<file path="src/sv/qglv_pkg.sv">
// Shared widths, types, constants and the divide-by-three digit step for
// the quad4 gravity load pipeline. No dependencies.
package qglv_pkg;

    localparam int NODES    = 4;
    localparam int COORD_W  = 32;
    localparam int CFG_W    = 32;
    localparam int CFG_IDX_W = 1;

    // Geometry: corner sums, their products, Jacobian terms, Gauss sums
    localparam int SUM_W    = COORD_W + 2;
    localparam int PROD_W   = 2 * SUM_W;
    localparam int DET_W    = PROD_W + 2;
    localparam int TSUM_W   = DET_W + 2;

    // Scaling by density * gravity, split into partial products
    localparam int PMAG_W   = 2 * CFG_W;
    localparam int PSLICE_W = 32;
    localparam int TSLICE_W = 24;
    localparam int P_SLICES = PMAG_W / PSLICE_W;
    localparam int T_SLICES = TSUM_W / TSLICE_W;
    localparam int PP_W     = PSLICE_W + TSLICE_W;
    localparam int HALF_W   = TSUM_W + PSLICE_W;
    localparam int SCALE_W  = HALF_W + PSLICE_W;

    // Q24.24 result is the product / (48 * 2^64 / 2^24) = product / (3 * 2^44)
    localparam int FRAC_SHIFT = 44;
    localparam int MQ_W       = SCALE_W - FRAC_SHIFT;
    localparam int FORCE_W    = 48;

    // Divide by three, one hex digit per step
    localparam int DIV_W         = 52;
    localparam int NIB_CNT       = DIV_W / 4;
    localparam int DIV_STAGES    = 3;
    localparam int NIB_PER_STAGE = (NIB_CNT + DIV_STAGES - 1) / DIV_STAGES;

    localparam logic [SCALE_W-1:0] ROUND_BIAS = SCALE_W'(3) << (FRAC_SHIFT - 1);
    localparam logic [MQ_W-1:0]    SAT_POS_M  = MQ_W'(3) << (FORCE_W - 1);
    localparam logic [MQ_W-1:0]    SAT_NEG_M  = (MQ_W'(3) << (FORCE_W - 1)) + MQ_W'(3);
    localparam logic [FORCE_W-1:0] FORCE_MAX  = {1'b0, {(FORCE_W-1){1'b1}}};
    localparam logic [FORCE_W-1:0] FORCE_MIN  = {1'b1, {(FORCE_W-1){1'b0}}};

    // Corner natural coordinates: 1:(-,-) 2:(+,-) 3:(+,+) 4:(-,+); bit k is corner k+1
    localparam logic [NODES-1:0] XI_POS  = 4'b0110;
    localparam logic [NODES-1:0] ETA_POS = 4'b1100;

    localparam logic [CFG_W-1:0] DENSITY_RST = 32'd65536;
    localparam logic [CFG_W-1:0] GRAVITY_RST = 32'd642908;

    typedef enum logic [CFG_IDX_W-1:0] {
        CFG_DENSITY = 1'b0,
        CFG_GRAVITY = 1'b1
    } cfg_reg_t;

    typedef logic signed [COORD_W-1:0] coord_t;
    typedef logic signed [SUM_W-1:0]   sum_t;
    typedef logic signed [PROD_W-1:0]  prod_t;
    typedef logic signed [DET_W-1:0]   det_t;
    typedef logic signed [TSUM_W-1:0]  tsum_t;
    typedef logic [TSUM_W-1:0]         tmag_t;
    typedef logic [DIV_W-1:0]          dval_t;
    typedef logic signed [FORCE_W-1:0] force_t;

    typedef struct packed {
        logic [NODES-1:0] neg;
        logic [NODES-1:0] sat;
    } corner_flags_t;

    // One radix-16 long division step by three: returns {quotient digit, remainder}
    function automatic logic [5:0] div3_nib(input logic [1:0] rem, input logic [3:0] nib);
        logic [2:0] cur;
        logic [1:0] r;
        logic [3:0] q;
        r = rem;
        q = '0;
        for (int i = 3; i >= 0; i--)
        begin
            cur = {r, nib[i]};
            if (cur >= 3'd3)
            begin
                q[i] = 1'b1;
                r    = 2'(cur - 3'd3);
            end
            else
            begin
                q[i] = 1'b0;
                r    = cur[1:0];
            end
        end
        return {q, r};
    endfunction

endpackage

</file>
<file path="src/sv/qglv_div3.sv">
// Pipelined divide by three of the scaled magnitudes, a few hex digits per
// stage, most significant first. Uses qglv_pkg (div3_nib).
module qglv_div3
    import qglv_pkg::*;
(
    input  logic          clk,
    input  logic          rst_n,
    input  logic          in_valid,
    output logic          in_ready,
    input  dval_t         m [NODES],
    input  corner_flags_t flags_in,
    output logic          out_valid,
    input  logic          out_ready,
    output logic [FORCE_W-1:0] q [NODES],
    output corner_flags_t flags_out
);

    localparam int STAGES = DIV_STAGES;

    logic [STAGES-1:0] vld_reg, vld_next;
    logic [STAGES:0]   rdy;

    dval_t         dm_reg    [STAGES][NODES];
    dval_t         dm_next   [STAGES][NODES];
    dval_t         dq_reg    [STAGES][NODES];
    dval_t         dq_next   [STAGES][NODES];
    logic [1:0]    drem_reg  [STAGES][NODES];
    logic [1:0]    drem_next [STAGES][NODES];
    corner_flags_t dflag_reg  [STAGES];
    corner_flags_t dflag_next [STAGES];

    assign rdy[STAGES] = out_ready;
    for (genvar s = 0; s < STAGES; s++)
    begin : g_rdy
        assign rdy[s] = !vld_reg[s] || rdy[s+1];
    end

    always_comb
    begin
        for (int s = 0; s < STAGES; s++)
        begin
            if (rdy[s])
                vld_next[s] = (s == 0) ? in_valid : vld_reg[(s == 0) ? 0 : s-1];
            else
                vld_next[s] = vld_reg[s];
        end
    end

    always_ff @(posedge clk or negedge rst_n)
    begin
        if (!rst_n)
            vld_reg <= '0;
        else
            vld_reg <= vld_next;
    end

    // Each stage resumes the long division where the previous one stopped
    always_comb
    begin
        dval_t      mm;
        dval_t      qq;
        logic [1:0] r;
        logic [5:0] step;
        int         pos;
        for (int s = 0; s < STAGES; s++)
        begin
            dflag_next[s] = (s == 0) ? flags_in : dflag_reg[(s == 0) ? 0 : s-1];
            for (int k = 0; k < NODES; k++)
            begin
                if (s == 0)
                begin
                    mm = m[k];
                    qq = '0;
                    r  = '0;
                end
                else
                begin
                    mm = dm_reg[s-1][k];
                    qq = dq_reg[s-1][k];
                    r  = drem_reg[s-1][k];
                end
                for (int i = 0; i < NIB_PER_STAGE; i++)
                begin
                    pos = NIB_CNT - 1 - (s*NIB_PER_STAGE + i);
                    if (pos >= 0)
                    begin
                        step = div3_nib(r, mm[4*pos +: 4]);
                        qq[4*pos +: 4] = step[5:2];
                        r = step[1:0];
                    end
                end
                dm_next[s][k]   = mm;
                dq_next[s][k]   = qq;
                drem_next[s][k] = r;
            end
        end
    end

    always_ff @(posedge clk)
    begin
        for (int s = 0; s < STAGES; s++)
        begin
            if (rdy[s])
            begin
                dm_reg[s]    <= dm_next[s];
                dq_reg[s]    <= dq_next[s];
                drem_reg[s]  <= drem_next[s];
                dflag_reg[s] <= dflag_next[s];
            end
        end
    end

    always_comb
    begin
        for (int k = 0; k < NODES; k++)
            q[k] = dq_reg[STAGES-1][k][FORCE_W-1:0];
    end

    assign in_ready  = rdy[0];
    assign out_valid = vld_reg[STAGES-1];
    assign flags_out = dflag_reg[STAGES-1];

endmodule

</file>
<file path="config.mk">
export PLATFORM = sky130hd
export DESIGN_NAME = qglv_div3
export DESIGN_NICKNAME = d
export VERILOG_FILES = /design/src/sv/qglv_pkg.sv /design/src/sv/qglv_div3.sv
export SDC_FILE = /design/constraint.sdc
export NUM_CORES = 1
export LEC_CHECK = 0
export ABC_AREA = 1
export BUFFER_PORTS_ARGS = -buffer_cell sky130_fd_sc_hd__buf_4
export CORE_MARGIN = 2
export CORE_UTILIZATION = 46
export DETAILED_ROUTE_END_ITERATION = 6
export PLACE_DENSITY = 0.64
export SETUP_SLACK_MARGIN = 0.02
export SLEW_MARGIN = 15
export SYNTH_ARGS = -nofsm -noshare
export SYNTH_HDL_FRONTEND = slang
export SYNTH_SLANG_ARGS = --single-unit
</file>
<file path="constraint.sdc">
create_clock -name clk -period 18.77 [get_ports clk]
set_input_delay 0.9385 -clock clk [delete_from_list [all_inputs] [get_ports clk]]
set_output_delay 0.9385 -clock clk [all_outputs]
set_load 0.01 [all_outputs]
</file>
==> impl_summary.md, run 1 <==
Power and ir drop
The largest voltage drop on the vdd net is between 0.1 and 0.15 mV. The power after layout is 8.13 mW. The share of total power in combinational logic is between 50 and 60%. The analysis attributes to cell leakage a power of ~18 nW.

Sequential cells burn between 20 and 30% of the power. The clock network fraction of design power is between 15 and 20%. The areal power density over the cells is roughly 210 mW/mm². The cell internal power dissipation is 4.74 mW. In this run switching power makes up a little over two fifths of total power. In this run the power spent charging and discharging nets is approximately 3.4 mW.

Cells and area
The fill cell total of the finished layout is 5932. At the end of the flow the core is filled with cells to 56.0%. The number of non-filler instances in the completed layout is 4517. The register with the most flip-flops in the layout has 400 of them.

The finished cells cover ~0.039 mm². The post-route netlist has a little under a third of its cells at a drive strength greater than 1. The net count of the finished layout is 3940. Leaving out fill and tap cells, the most frequent cell in the layout is sky130_fd_sc_hd__edfxtp_1. The layout overhead on the synthesized area is 20.5%. The top cell types in the final layout, fill and taps aside, are sky130_fd_sc_hd__edfxtp_1 (616), sky130_fd_sc_hd__nand2_1 (557), sky130_fd_sc_hd__inv_1 (534).

Clock tree
The insertion delay of the later-clocked pin in the worst-skew pair is 0.59 ns. CTS saw 619 sinks. The CTS H-tree depth is 3. The post-CTS setup repair buffer count is 0. Clock tree synthesis selected as its root buffer the cell sky130_fd_sc_hd__clkbuf_16. The clock tree from TritonCTS is done. The post-CTS clock slew at the launch and capture registers of the worst setup and hold paths is 0.06 ns. The buffer levels on the longest clock path is 3.

The number of gates resized after CTS was 0. The number of hold buffers added after cts is 0. The number of buffers added by the clock tree synthesis step is 71.

Timing
Hold timing on the final database bottoms out at a slack of 0.141 ns. The slew at the pin closest to its max-slew limit is 1.05 ns. The worst-case setup margin in the final layout is 6.55 ns.

Setup violations remaining at the end of the flow were counted as 0. The clock period minus worst slack is roughly 12 ns. Of the available clock period, the critical path in the final layout requires 65.1%. For this run, the top clock speed supported by timing is around 82 MHz. The final max-slew violation count came to 0.

The count of final hold-check violations is 0. Measured against its own limit, the worst slew margin works out to roughly 30%. In the final timing run, aggregate negative setup slack is 0 ns. Between clock sinks in the finished design, the worst skew comes to 0.0181 ns. Setup repair after global routing left no endpoint under its margin.

Setup path
By startpoint and endpoint, the worst setup path is classified as register to register. The endpoint arrival time on the critical path is 12.57 ns. The critical path launch point type is a register.

For this run, the slowest stage of the critical path takes between 0.4 and 0.5 ns. Data on the critical path is required at its endpoint by 19.12 ns. The worst-path maximum fanout is 4.

The worst-path cell with the longest stage delay is sky130_fd_sc_hd__edfxtp_1. The worst setup path is captured at a register. The cell seen most often among critical-path stages is sky130_fd_sc_hd__inv_1.

Placement
Summing all placed instances gives a cell area of 0.0370 mm². In this run, placement finished with an instance count of 4388. Port buffering added 421 buffers. OpenSTA, run right after detailed placement, puts the worst setup slack at 6.42 ns.

The placed wire-length estimate after detailed placement is 46500 µm. The routability-driven placement congestion ratio is 0.818.

Run status
The run finished with clean final reports.

Logic synthesis
In this run, distinct cell masters in the synthesized netlist total 52. The synthesized design contains 616 enable-type register cells. Synthesis produced a netlist with a net count of 3437.

The synthesized design contains 619 register bits. The average instance area after synthesis is 10.8 µm². The area of the mapped netlist is 0.0325 mm². Sorting the synthesized cells by area gives the leading types as sky130_fd_sc_hd__edfxtp_1 (57%), sky130_fd_sc_hd__ha_1 (7.7%), sky130_fd_sc_hd__nand2_1 (6.4%). Summed over all instances, the cell type with the most area after synthesis is sky130_fd_sc_hd__edfxtp_1. The post-synthesis async set-or-reset flop share is 0.485%. The total number of yosys warnings is 0. The leading register cell type out of synthesis is sky130_fd_sc_hd__edfxtp_1.

The sequential area share after synthesis is about 57%. The number of cells produced by synthesis is 3018. The area share of the largest cell type after synthesis is 56.8%.

Routing
Using the TritonRoute via totals, the vias-per-cell ratio works out to 4.74. The final antenna-violating net count is 0. The wire length reported by the detailed router is 63200 µm. The total number of vias is 21400.

After detailed routing, the average wire length per cell comes to 14.0 µm. The detailed router finished its first iteration with ~950 violations. After detailed routing, the number of remaining DRC violations is 0. Before antenna repair, the detailed router went through 5 iterations.

Global route
The number of antenna violations at the first check in global routing is 10. The overall track demand over capacity in global routing is 17.4%. The maximum number of pins on one net before global-route repair is 76. The overall overflow remaining after global route is 0. The global-route wire length before repair is 101000 µm.

The via count of the first global-routing pass was 20700.

Run
Max-cap violations in this run came to 0.

Floorplan
The die outline area is 0.0729 mm². The total area inside the core boundary comes to between 0.07 and 0.08 mm². The y dimension of the die is 270 µm. Pin placement for this block handled 422 I/O pins. The overall die width is 270 µm. After floorplanning, the core was divided into 97 placement rows. Once the floorplan was initialized, standard cells occupied a little under half of the core.

Min path
The class of the tightest hold or removal check is input port to async pin.
[kinds of logic (layout without fill, tap and decap cells)]
kind of cell | after synthesis | count (layout) | share of synthesized area, %
AND/OR/NAND/NOR | 1253 | 1253 | 20.3
flip-flops | 619 | 619 | 57.1
buffers and inverters | 604 | 1160 | 7.00
AO/OA/AOI/OAI | 279 | 279 | 5.97
adder cells (fa/ha/maj) | 199 | 199 | 7.65
XOR/XNOR | 43 | 43 | 1.39
multiplexers | 21 | 21 | 0.661
other | 0 | 3 | 0
[worst max-delay path, delay by kind of cell, from the launching register on]
kind | cells | cell delay [ns]
DFF | 1 | 0.45
and+or+nand+nor | 50 | 4.13
adders and majority gates | 20 | 3.42
buffers and inverters | 33 | 1.96
AOI/OAI and AO/OA | 16 | 1.98
[Yosys cell counts (2+ instances only)]
| cell | count |
|---|---|
| sky130_fd_sc_hd__a21boi_1 | 12 |
| sky130_fd_sc_hd__a21boi_2 | 10 |
| sky130_fd_sc_hd__a21o_1 | 3 |
| sky130_fd_sc_hd__a21oi_1 | 26 |
| sky130_fd_sc_hd__a21oi_2 | 46 |
| sky130_fd_sc_hd__and2_1 | 3 |
| sky130_fd_sc_hd__and3_1 | 2 |
| sky130_fd_sc_hd__and3_4 | 3 |
| sky130_fd_sc_hd__clkinv_1 | 3 |
| sky130_fd_sc_hd__clkinv_2 | 4 |
| sky130_fd_sc_hd__dfrtp_1 | 3 |
| sky130_fd_sc_hd__edfxtp_1 | 616 |
| sky130_fd_sc_hd__ha_1 | 199 |
| sky130_fd_sc_hd__inv_1 | 535 |
| sky130_fd_sc_hd__inv_2 | 61 |
| sky130_fd_sc_hd__mux2_2 | 3 |
| sky130_fd_sc_hd__mux2i_1 | 17 |
| sky130_fd_sc_hd__nand2_1 | 559 |
| sky130_fd_sc_hd__nand2_2 | 230 |
| sky130_fd_sc_hd__nand2_4 | 8 |
| sky130_fd_sc_hd__nand3_1 | 208 |
| sky130_fd_sc_hd__nand3_2 | 68 |
| sky130_fd_sc_hd__nand3b_1 | 7 |
| sky130_fd_sc_hd__nand3b_2 | 4 |
| sky130_fd_sc_hd__nand4_1 | 42 |
| sky130_fd_sc_hd__nand4_2 | 5 |
| sky130_fd_sc_hd__nor2_1 | 53 |
| sky130_fd_sc_hd__nor2_2 | 27 |
| sky130_fd_sc_hd__nor2_4 | 30 |
| sky130_fd_sc_hd__o211ai_1 | 6 |
| sky130_fd_sc_hd__o21ai_0 | 46 |
| sky130_fd_sc_hd__o21ai_1 | 50 |
| sky130_fd_sc_hd__o21ai_2 | 27 |
| sky130_fd_sc_hd__o21bai_1 | 35 |
| sky130_fd_sc_hd__o21bai_2 | 2 |
| sky130_fd_sc_hd__o22ai_1 | 10 |
| sky130_fd_sc_hd__xnor2_1 | 2 |
| sky130_fd_sc_hd__xnor2_2 | 8 |
| sky130_fd_sc_hd__xor2_1 | 31 |
| sky130_fd_sc_hd__xor2_2 | 2 |
[path summary, 6_finish.rpt]
check | startpoint | end | slack, ns | cells after the start
worst max-delay path | dm_reg[0][83] | drem_reg[0][11] | 6.55 | 119
worst min-delay path | rst_n | vld_reg[0] | 0.14 | 1
worst max register to register | dm_reg[0][83] | drem_reg[0][11] | 6.55 | 119
worst min register to register | dq_reg[0][411] | dq_reg[0][619] | 0.41 | 0
max in group asynchronous | rst_n | vld_reg[1] | 18.53 | 1
min in group clk | dq_reg[0][411] | dq_reg[0][619] | 0.41 | 0
[routing by layer]
layer	routed length, µm	track usage (%)
met1	26200	20.3
met2	30200	29.6
met3	5420	6.51
met4	1260	5.15
met5	98	0
[power groups by stage]
stage	Clock [mW]	Sequential [mW]	Combinational [mW]
finish	1.33	2.35	4.44
global route	1.43	2.39	5.13
global placement	0	2.37	4.39
floorplan	0	2.44	3.49
CTS	1.38	2.36	4.51
detailed placement	0	2.39	4.48
[area by class of cell]
| type | count | area [µm²] | share of cell area, % |
|---|---|---|---|
| Clock buffer | 86 | 1850 | 4.73 |
| Multi-Input combinational cell | 1795 | 11700 | 29.9 |
| Antenna cell | 3 | 7.51 | 0.0191 |
| Inverter | 604 | 2280 | 5.83 |
| Tap cell | 940 | 1180 | 3.00 |
| Sequential cell | 619 | 18600 | 47.4 |
| Clock inverter | 40 | 379 | 0.967 |
| Timing Repair Buffer | 430 | 3230 | 8.23 |
Power figures use the tool's default switching activity.
==> inputs of run 2 (changes only) <==
==> constraint.sdc (replaced) <==
create_clock -name clk -period 12.12 [get_ports clk]
set_input_delay 0.606 -clock clk [delete_from_list [all_inputs] [get_ports clk]]
set_output_delay 0.606 -clock clk [all_outputs]
set_load 0.01 [all_outputs]
==> run 2 against run 1 <==
  * Clock power rose by 51%
  * Combinational power rose by 78%
  * Clock skew fell by 0.0018 ns
  * Register-to-register slack got worse by 6.0 ns
  * Worst hold slack improved by 0.044 ns
  * Sequential cell count did not move
  * Non-clock buffer count rose by 114
  * Utilization rose by 2.5 points
  * Global-route usage rose by 0.057 points
  * Wire length rose by 4.5%
  * Total power rose by 67%
==> impl_summary.md, run 2 (synthesis gave the netlist of run 1 again) <==
Power and ir drop
The switching share of total power is 41.6% (-0.098 points). The areal power density over the cells is 331 mW/mm² (+60%). The proportion of power drawn by flip-flops and latches is 26.9% (-2.0 points).

The switching power summed over all nets is 5.64 mW (+66%). The static leakage came to 18.5 nW (+3.1%). The clock network fraction of design power is 14.8% (-1.6 points). The share of total power in combinational logic came to 58.3% (+3.6 points). The largest voltage drop on the vdd net was 0.198 mV (+72%). The cell internal power dissipation is 7.93 mW (+67%).

Routing
The post-detailed-route via-to-cell ratio is 4.74 (+0.12%). The routed wirelength normalized by instance count is 14.3 µm (+1.9%). The DRC violations left is 0 (unchanged). The wire length reported by the detailed router is 66000 µm (+4.5%). The final antenna-violating net count is 0 (unchanged). The number of iterations in the first detailed-routing pass is 5 (unchanged). The total number of vias came to 22000 (+2.7%). The number of DRC markers in iteration 0 is 972 (+1.9%).

Setup path
The reg2reg setup slack is 0.59 ns (-5.96 ns). The worst-path cell with the longest stage delay is sky130_fd_sc_hd__edfxtp_1. The data required time of the critical path was 12.47 ns (-6.65 ns).

The endpoint arrival time on the critical path was 11.88 ns (-0.69 ns). The critical path's largest stage delay is 0.42 ns (-0.03 ns). In this design, the critical path's most frequently occurring cell is sky130_fd_sc_hd__nand2_2.

The critical path start-end classification is register to register. The kind of end point of the critical path is a register. The worst-path maximum fanout was 4 (unchanged). The critical path launch point type is a register.

Timing
The maximum clock frequency is 86.7 MHz (+6.0%). The count of final hold-check violations was 0 (unchanged). The final max-slew violation count is 0 (unchanged). The setup skew after layout is 0.0164 ns (-0.00177 ns).

The worst hold slack after final layout is 0.185 ns (+0.0436 ns). The clock period minus worst slack came to 11.53 ns (-0.688 ns). Setup repair after global routing could not meet its margin everywhere. The slew at the pin closest to its max-slew limit is 1.10 ns (+0.0515 ns). The final number of setup-violating endpoints was 0 (unchanged). The headroom to the max-slew limit is 26.8% (-3.4 points). The final cycle utilization of the critical path came to 95.1% (+30 points).

Clock tree
Clock tree synthesis selected as its root buffer the cell sky130_fd_sc_hd__clkbuf_16. The CTS H-tree depth came to 3 (unchanged). The post-CTS clock slew at the launch and capture registers of the worst setup and hold paths is 0.06 ns (about the same). The number of buffers added by the clock tree synthesis step is 71 (unchanged). The clock tree from TritonCTS is done. The insertion delay of the later-clocked pin in the worst-skew pair is 0.60 ns (about the same). The buffer levels on the longest clock path was 3 (unchanged). The number of sinks driven by the clock tree is 619 (unchanged).

Cells and area
The flip-flop count of the largest register after layout is 400 (unchanged). The post-layout net count is 4054 (+2.9%). The layout overhead on the synthesized area is 26.0%. Leaving out fill and tap cells, the most frequent cells in the layout are sky130_fd_sc_hd__edfxtp_1 (616), sky130_fd_sc_hd__buf_4 (541), sky130_fd_sc_hd__nand2_1 (497). The library cell used most frequently in the layout, excluding fill and tap cells, is sky130_fd_sc_hd__edfxtp_1. The share of post-route cells with drive strength above 1 is 38.9% (+8.7 points). The post-route core utilization was 58.5% (+2.5 points).

Floorplan
The total I/O pin count is 422 (unchanged). The core area came to 0.0700 mm² (unchanged). The number of placement rows is 97 (unchanged). The overall die width is 270 µm (unchanged).

The y dimension of the die is 270 µm (unchanged). The die outline area is 0.0729 mm² (unchanged). The effective utilization at floorplan came to 46.5% (unchanged).

Global route
The maximum number of pins on one net before global-route repair is 105 (+38%). The global-route wire length before repair is 102000 µm (+0.12%). The number of antenna violations at the first check in global routing is 8 (-2). The overall overflow remaining after global route was 0 (unchanged). The overall track demand over capacity in global routing is 17.4% (+0.057 points).

The via count of the first global-routing pass is 20500 (-0.99%).

Placement
The count of buffers from port buffering is 421 (unchanged). The placed wire-length estimate after detailed placement is 46300 µm (-0.30%). The routability-driven placement congestion ratio was 0.818 (about the same).

Run
The max capacitance violation total is 0 (unchanged).

Min path
The class of the tightest hold or removal check is input port to register.

Run status
The flow ran to the end, and the final reports show no timing, DRC or antenna violations.
[run 2: routing by layer]
metal,GRT usage (%),part of all wire [%],vias to the layer above
met5,0,0.077,-
met1,20.8,42,10100
met3,6.39,7.7,110
met2,29.2,48,395
met4,5.42,2.6,8
li1,-,-,11400
[run 2: power by group through the flow]
| stage | clock network, mW | registers [mW] | logic [mW] |
|---|---|---|---|
| floorplan | 0 | 3.77 | 5.41 |
| global placement | 0 | 3.68 | 6.80 |
| detailed placement | 0 | 3.69 | 6.93 |
| CTS | 2.08 | 3.65 | 6.97 |
| global route | 2.16 | 3.71 | 8.99 |
| finish | 2.01 | 3.65 | 7.91 |
[run 2: worst paths after layout]
kind / to / start / depth (start not counted)
max: drem_reg[0][11] / drem_reg[0][2] / 118
min in group asynchronous: vld_reg[1] / rst_n / 2
max reg2reg: drem_reg[0][11] / drem_reg[0][2] / 118
max in group asynchronous: vld_reg[2] / rst_n / 2
min reg2reg: dq_reg[0][541] / dq_reg[0][333] / 0
min: dm_reg[0][187] / m[187] / 1
[run 2: cell type report]
cell class	instances	area (µm²)
Antenna cell	4	10.0
Clock buffer	86	1880
Clock inverter	41	283
Fill cell	5874	29000
Inverter	604	2290
Multi-Input combinational cell	1795	12700
Sequential cell	619	18600
Tap cell	940	1180
Timing Repair Buffer	544	4100
[run 2: through the flow]
step | worst slack [ns] | instance area, µm² | std cells | TNS, ns | power (mW)
after floorplan | 1.11 | 32500 | 3018 | 0 | 9.18
after global placement | 0.241 | 37000 | 4386 | 0 | 10.5
after detailed placement | -0.0713 | 37000 | 4386 | -0.140 | 10.6
after CTS | 0.0427 | 39100 | 4515 | 0 | 12.7
after global routing | -0.289 | 41000 | 4631 | -1.76 | 14.9
final | 0.589 | 41000 | 4633 | 0 | 13.6
[run 2: repair_timing]
| action | CTS | global route |
|---|---|---|
| resized for setup | 2 | 301 |
| hold buffers | 1 | 0 |
| gates cloned | 0 | 0 |
| pin swaps | 0 | 148 |
| endpoints found under the hold margin | 3 | 0 |
| setup endpoints to repair | 3 | 30 |
| setup buffers | 1 | 114 |
[run 2: critical path: cells and delay by family, from the launching register on]
kind	cells	cell delay [ns]
adders and majority gates	20	3.43
AOI/OAI and AO/OA	16	1.94
and+or+nand+nor	49	3.78
DFF	1	0.42
buffers and inverters	33	1.68
==> inputs of run 3 (changes only) <==
==> constraint.sdc (replaced) <==
create_clock -name clk -period 11.8 [get_ports clk]
set_input_delay 0.59 -clock clk [delete_from_list [all_inputs] [get_ports clk]]
set_output_delay 0.59 -clock clk [all_outputs]
set_load 0.01 [all_outputs]
==> run 3 against run 2 <==
  * Setup slack gained 0.11 ns
  * Cell count increased by 1.2%
  * Critical path depth stayed put
  * Fmax is 3.9% higher
  * Clock power is 11% higher
  * Cell area increased by 2.3%
  * Sequential power grew 3%
==> impl_summary.md, run 3 (synthesis gave the netlist of run 1 again) <==
Global route
The maximum number of pins on one net before global-route repair is 95 (-9.5%). The via count of the first global-routing pass was 20900 (+1.6%). The number of antenna violations at the first check in global routing came to 10 (+2). The global-route wire length before repair is 103000 µm (+1.4%). The overall overflow remaining after global route is 0 (unchanged).

The overall track demand over capacity in global routing is 17.6% (+0.17 points).

Setup path
The depth of the worst register-to-register path was 118 (unchanged). The cell count along the critical path was 118 (unchanged). The critical path ends at drem_reg[0][11]. The setup path with the least slack is of type register to register. The family of cells with the greatest summed delay on the critical path is simple AND/OR/NAND/NOR gates. The number of buffer and inverter stages on the critical path is 33 (unchanged). The endpoint arrival time on the critical path is 11.45 ns (-0.43 ns). The data required time of the critical path is 12.15 ns (-0.32 ns).

The reg2reg setup slack was 0.70 ns (+0.11 ns). The launching instance or port of the critical path is drem_reg[0][2]. The worst setup path is launched from a register. The worst-path cell with the longest stage delay is sky130_fd_sc_hd__edfxtp_1. The worst-path maximum fanout is 4 (unchanged). Counting stages on the worst path, the most repeated cell is sky130_fd_sc_hd__nand2_2. The kind of end point of the critical path is a register. The worst register-to-register path begins at drem_reg[0][2].

The critical path's largest stage delay is 0.39 ns (-0.03 ns). The endpoint identified for the worst register-to-register timing path is drem_reg[0][11].

Timing
The worst-case setup margin in the final layout was 0.699 ns (+0.110 ns). The count of final hold-check violations is 0 (unchanged). The clock period minus worst slack was 11.10 ns (-0.430 ns). The slew at the pin closest to its max-slew limit was 1.04 ns (-0.0588 ns).

The aggregate negative setup slack is 0 ns (unchanged). The final number of setup-violating endpoints is 0 (unchanged). The worst hold slack after final layout is 0.166 ns (-0.0190 ns). The headroom to the max-slew limit was 30.8% (+3.9 points).

The final cycle utilization of the critical path came to 94.1% (-1.1 points). The final max-slew violation count is 0 (unchanged). The maximum clock frequency is 90.1 MHz (+3.9%). The setup skew after layout is 0.0250 ns (+0.00860 ns).

Power and ir drop
The switching power summed over all nets is 5.99 mW (+6.2%). The switching share of total power is 41.2% (-0.31 points). The share of total power in combinational logic is 58.7% (+0.4 points). The largest voltage drop on the vdd net is 0.224 mV (+13%). The areal power density over the cells is 346 mW/mm² (+4.6%). The cell internal power dissipation is 8.53 mW (+7.6%). The power after layout is 14.5 mW (+7.0%).

The static leakage is 18.9 nW (+2.0%). The proportion of power drawn by flip-flops and latches is 25.9% (-1.0 points). The clock network fraction of design power is 15.4% (+0.6 points).

Floorplan
The total I/O pin count is 422 (unchanged). The number of placement rows is 97 (unchanged). The effective utilization at floorplan is 46.5% (unchanged). The core area was 0.0700 mm² (unchanged).

The overall die width is 270 µm (unchanged). The y dimension of the die is 270 µm (unchanged). The die outline area is 0.0729 mm² (unchanged).

Placement
The worst setup timing slack at the placement stage is -0.460 ns (-0.389 ns). The count of buffers from port buffering is 421 (unchanged). The placed wire-length estimate after detailed placement came to 46700 µm (+0.87%). The instance area after placement is 0.0370 mm² (+0.16%). The number of placed instances with taps included is 4394 (+0.18%).

The routability-driven placement congestion ratio came to 0.836 (+2.2%).

Min path
The tightest min-delay check is of the input port to register type.

Cells and area
The layout overhead on the synthesized area is 28.9%. The library cell used most frequently in the layout, excluding fill and tap cells, is sky130_fd_sc_hd__edfxtp_1. The share of post-route cells with drive strength above 1 is 42.0% (+3.1 points). The top cell types in the final layout, fill and taps aside, are sky130_fd_sc_hd__edfxtp_1 (616), sky130_fd_sc_hd__buf_4 (593), sky130_fd_sc_hd__nand2_1 (480).

The fill cell total of the finished layout was 5753 (-2.1%). The final cell area excluding filler cells is 0.0419 mm² (+2.3%). The post-route core utilization is 59.9% (+1.3 points). The number of non-filler instances in the completed layout came to 4687 (+1.2%).

The flip-flop count of the largest register after layout is 400 (unchanged). The post-layout net count came to 4105 (+1.3%).

Run status
The flow ran to the end, and the final reports show no timing, DRC or antenna violations.

Clock tree
TritonCTS built the clock tree. The post-CTS clock slew at the launch and capture registers of the worst setup and hold paths was 0.06 ns (about the same). The buffer levels on the longest clock path was 3 (unchanged). The tree is rooted in a sky130_fd_sc_hd__clkbuf_16. The CTS H-tree depth is 3 (unchanged).

The insertion delay of the later-clocked pin in the worst-skew pair is 0.59 ns (about the same). The number of buffers added by the clock tree synthesis step was 71 (unchanged). The number of sinks driven by the clock tree is 619 (unchanged).

Routing
The post-detailed-route via-to-cell ratio is 4.76 (+0.28%). The total number of vias came to 22300 (+1.5%). The routed wirelength normalized by instance count was 14.4 µm (+1.0%).

The wire length reported by the detailed router is 67500 µm (+2.2%). The number of iterations in the first detailed-routing pass is 5 (unchanged). The DRC violations left is 0 (unchanged).

The number of DRC markers in iteration 0 is 874 (-10%). The final antenna-violating net count is 0 (unchanged).

Run
The max capacitance violation total is 0 (unchanged).
## run 3: worst min-delay path by stage
stage                           start               to  cells past startpoint
after floorplan                 rst_n       vld_reg[0]                      0
after global placement          rst_n       vld_reg[1]                      1
after detailed placement        rst_n       vld_reg[1]                      1
after CTS                       m[74]    dm_reg[0][74]                      1
after global routing            m[72]    dm_reg[0][72]                      1
final                     flags_in[7]  dflag_reg[0][7]                      1
## run 3: layer usage
layer  up-vias  global-route usage [%]  part of all wire (%)
met4        10                    5.07                   2.2
met1     10300                    21.1                    41
met3       103                    6.37                   8.1
met5         -                       0                 0.095
met2       386                    29.7                    49
li1      11500                       -                     -
## run 3: what timing repair did
item,4_1_cts,5_1_grt
hold endpoints to repair,3,0
buffers inserted,21,137
pin swaps,15,173
gates resized for setup,21,373
hold buffers,1,0
setup endpoints to repair,10,33
## run 3: power by group through the flow
| stage | registers [mW] | clock network [mW] | logic [mW] |
|---|---|---|---|
| finish | 3.75 | 2.23 | 8.53 |
| global route | 3.82 | 2.38 | 9.66 |
| CTS | 3.76 | 2.30 | 7.30 |
| detailed placement | 3.80 | 0 | 7.16 |
| global placement | 3.78 | 0 | 7.04 |
| floorplan | 3.88 | 0 | 5.55 |
## run 3: area by class of cell
| type | count | area [µm²] | area share, % |
|---|---|---|---|
| Antenna cell | 5 | 12.5 | 0.0298 |
| Clock buffer | 79 | 1840 | 4.38 |
| Clock inverter | 50 | 519 | 1.24 |
| Inverter | 604 | 2290 | 5.47 |
| Multi-Input combinational cell | 1795 | 13000 | 31.1 |
| Sequential cell | 619 | 18600 | 44.3 |
| Tap cell | 940 | 1180 | 2.80 |
| Timing Repair Buffer | 595 | 4480 | 10.7 |
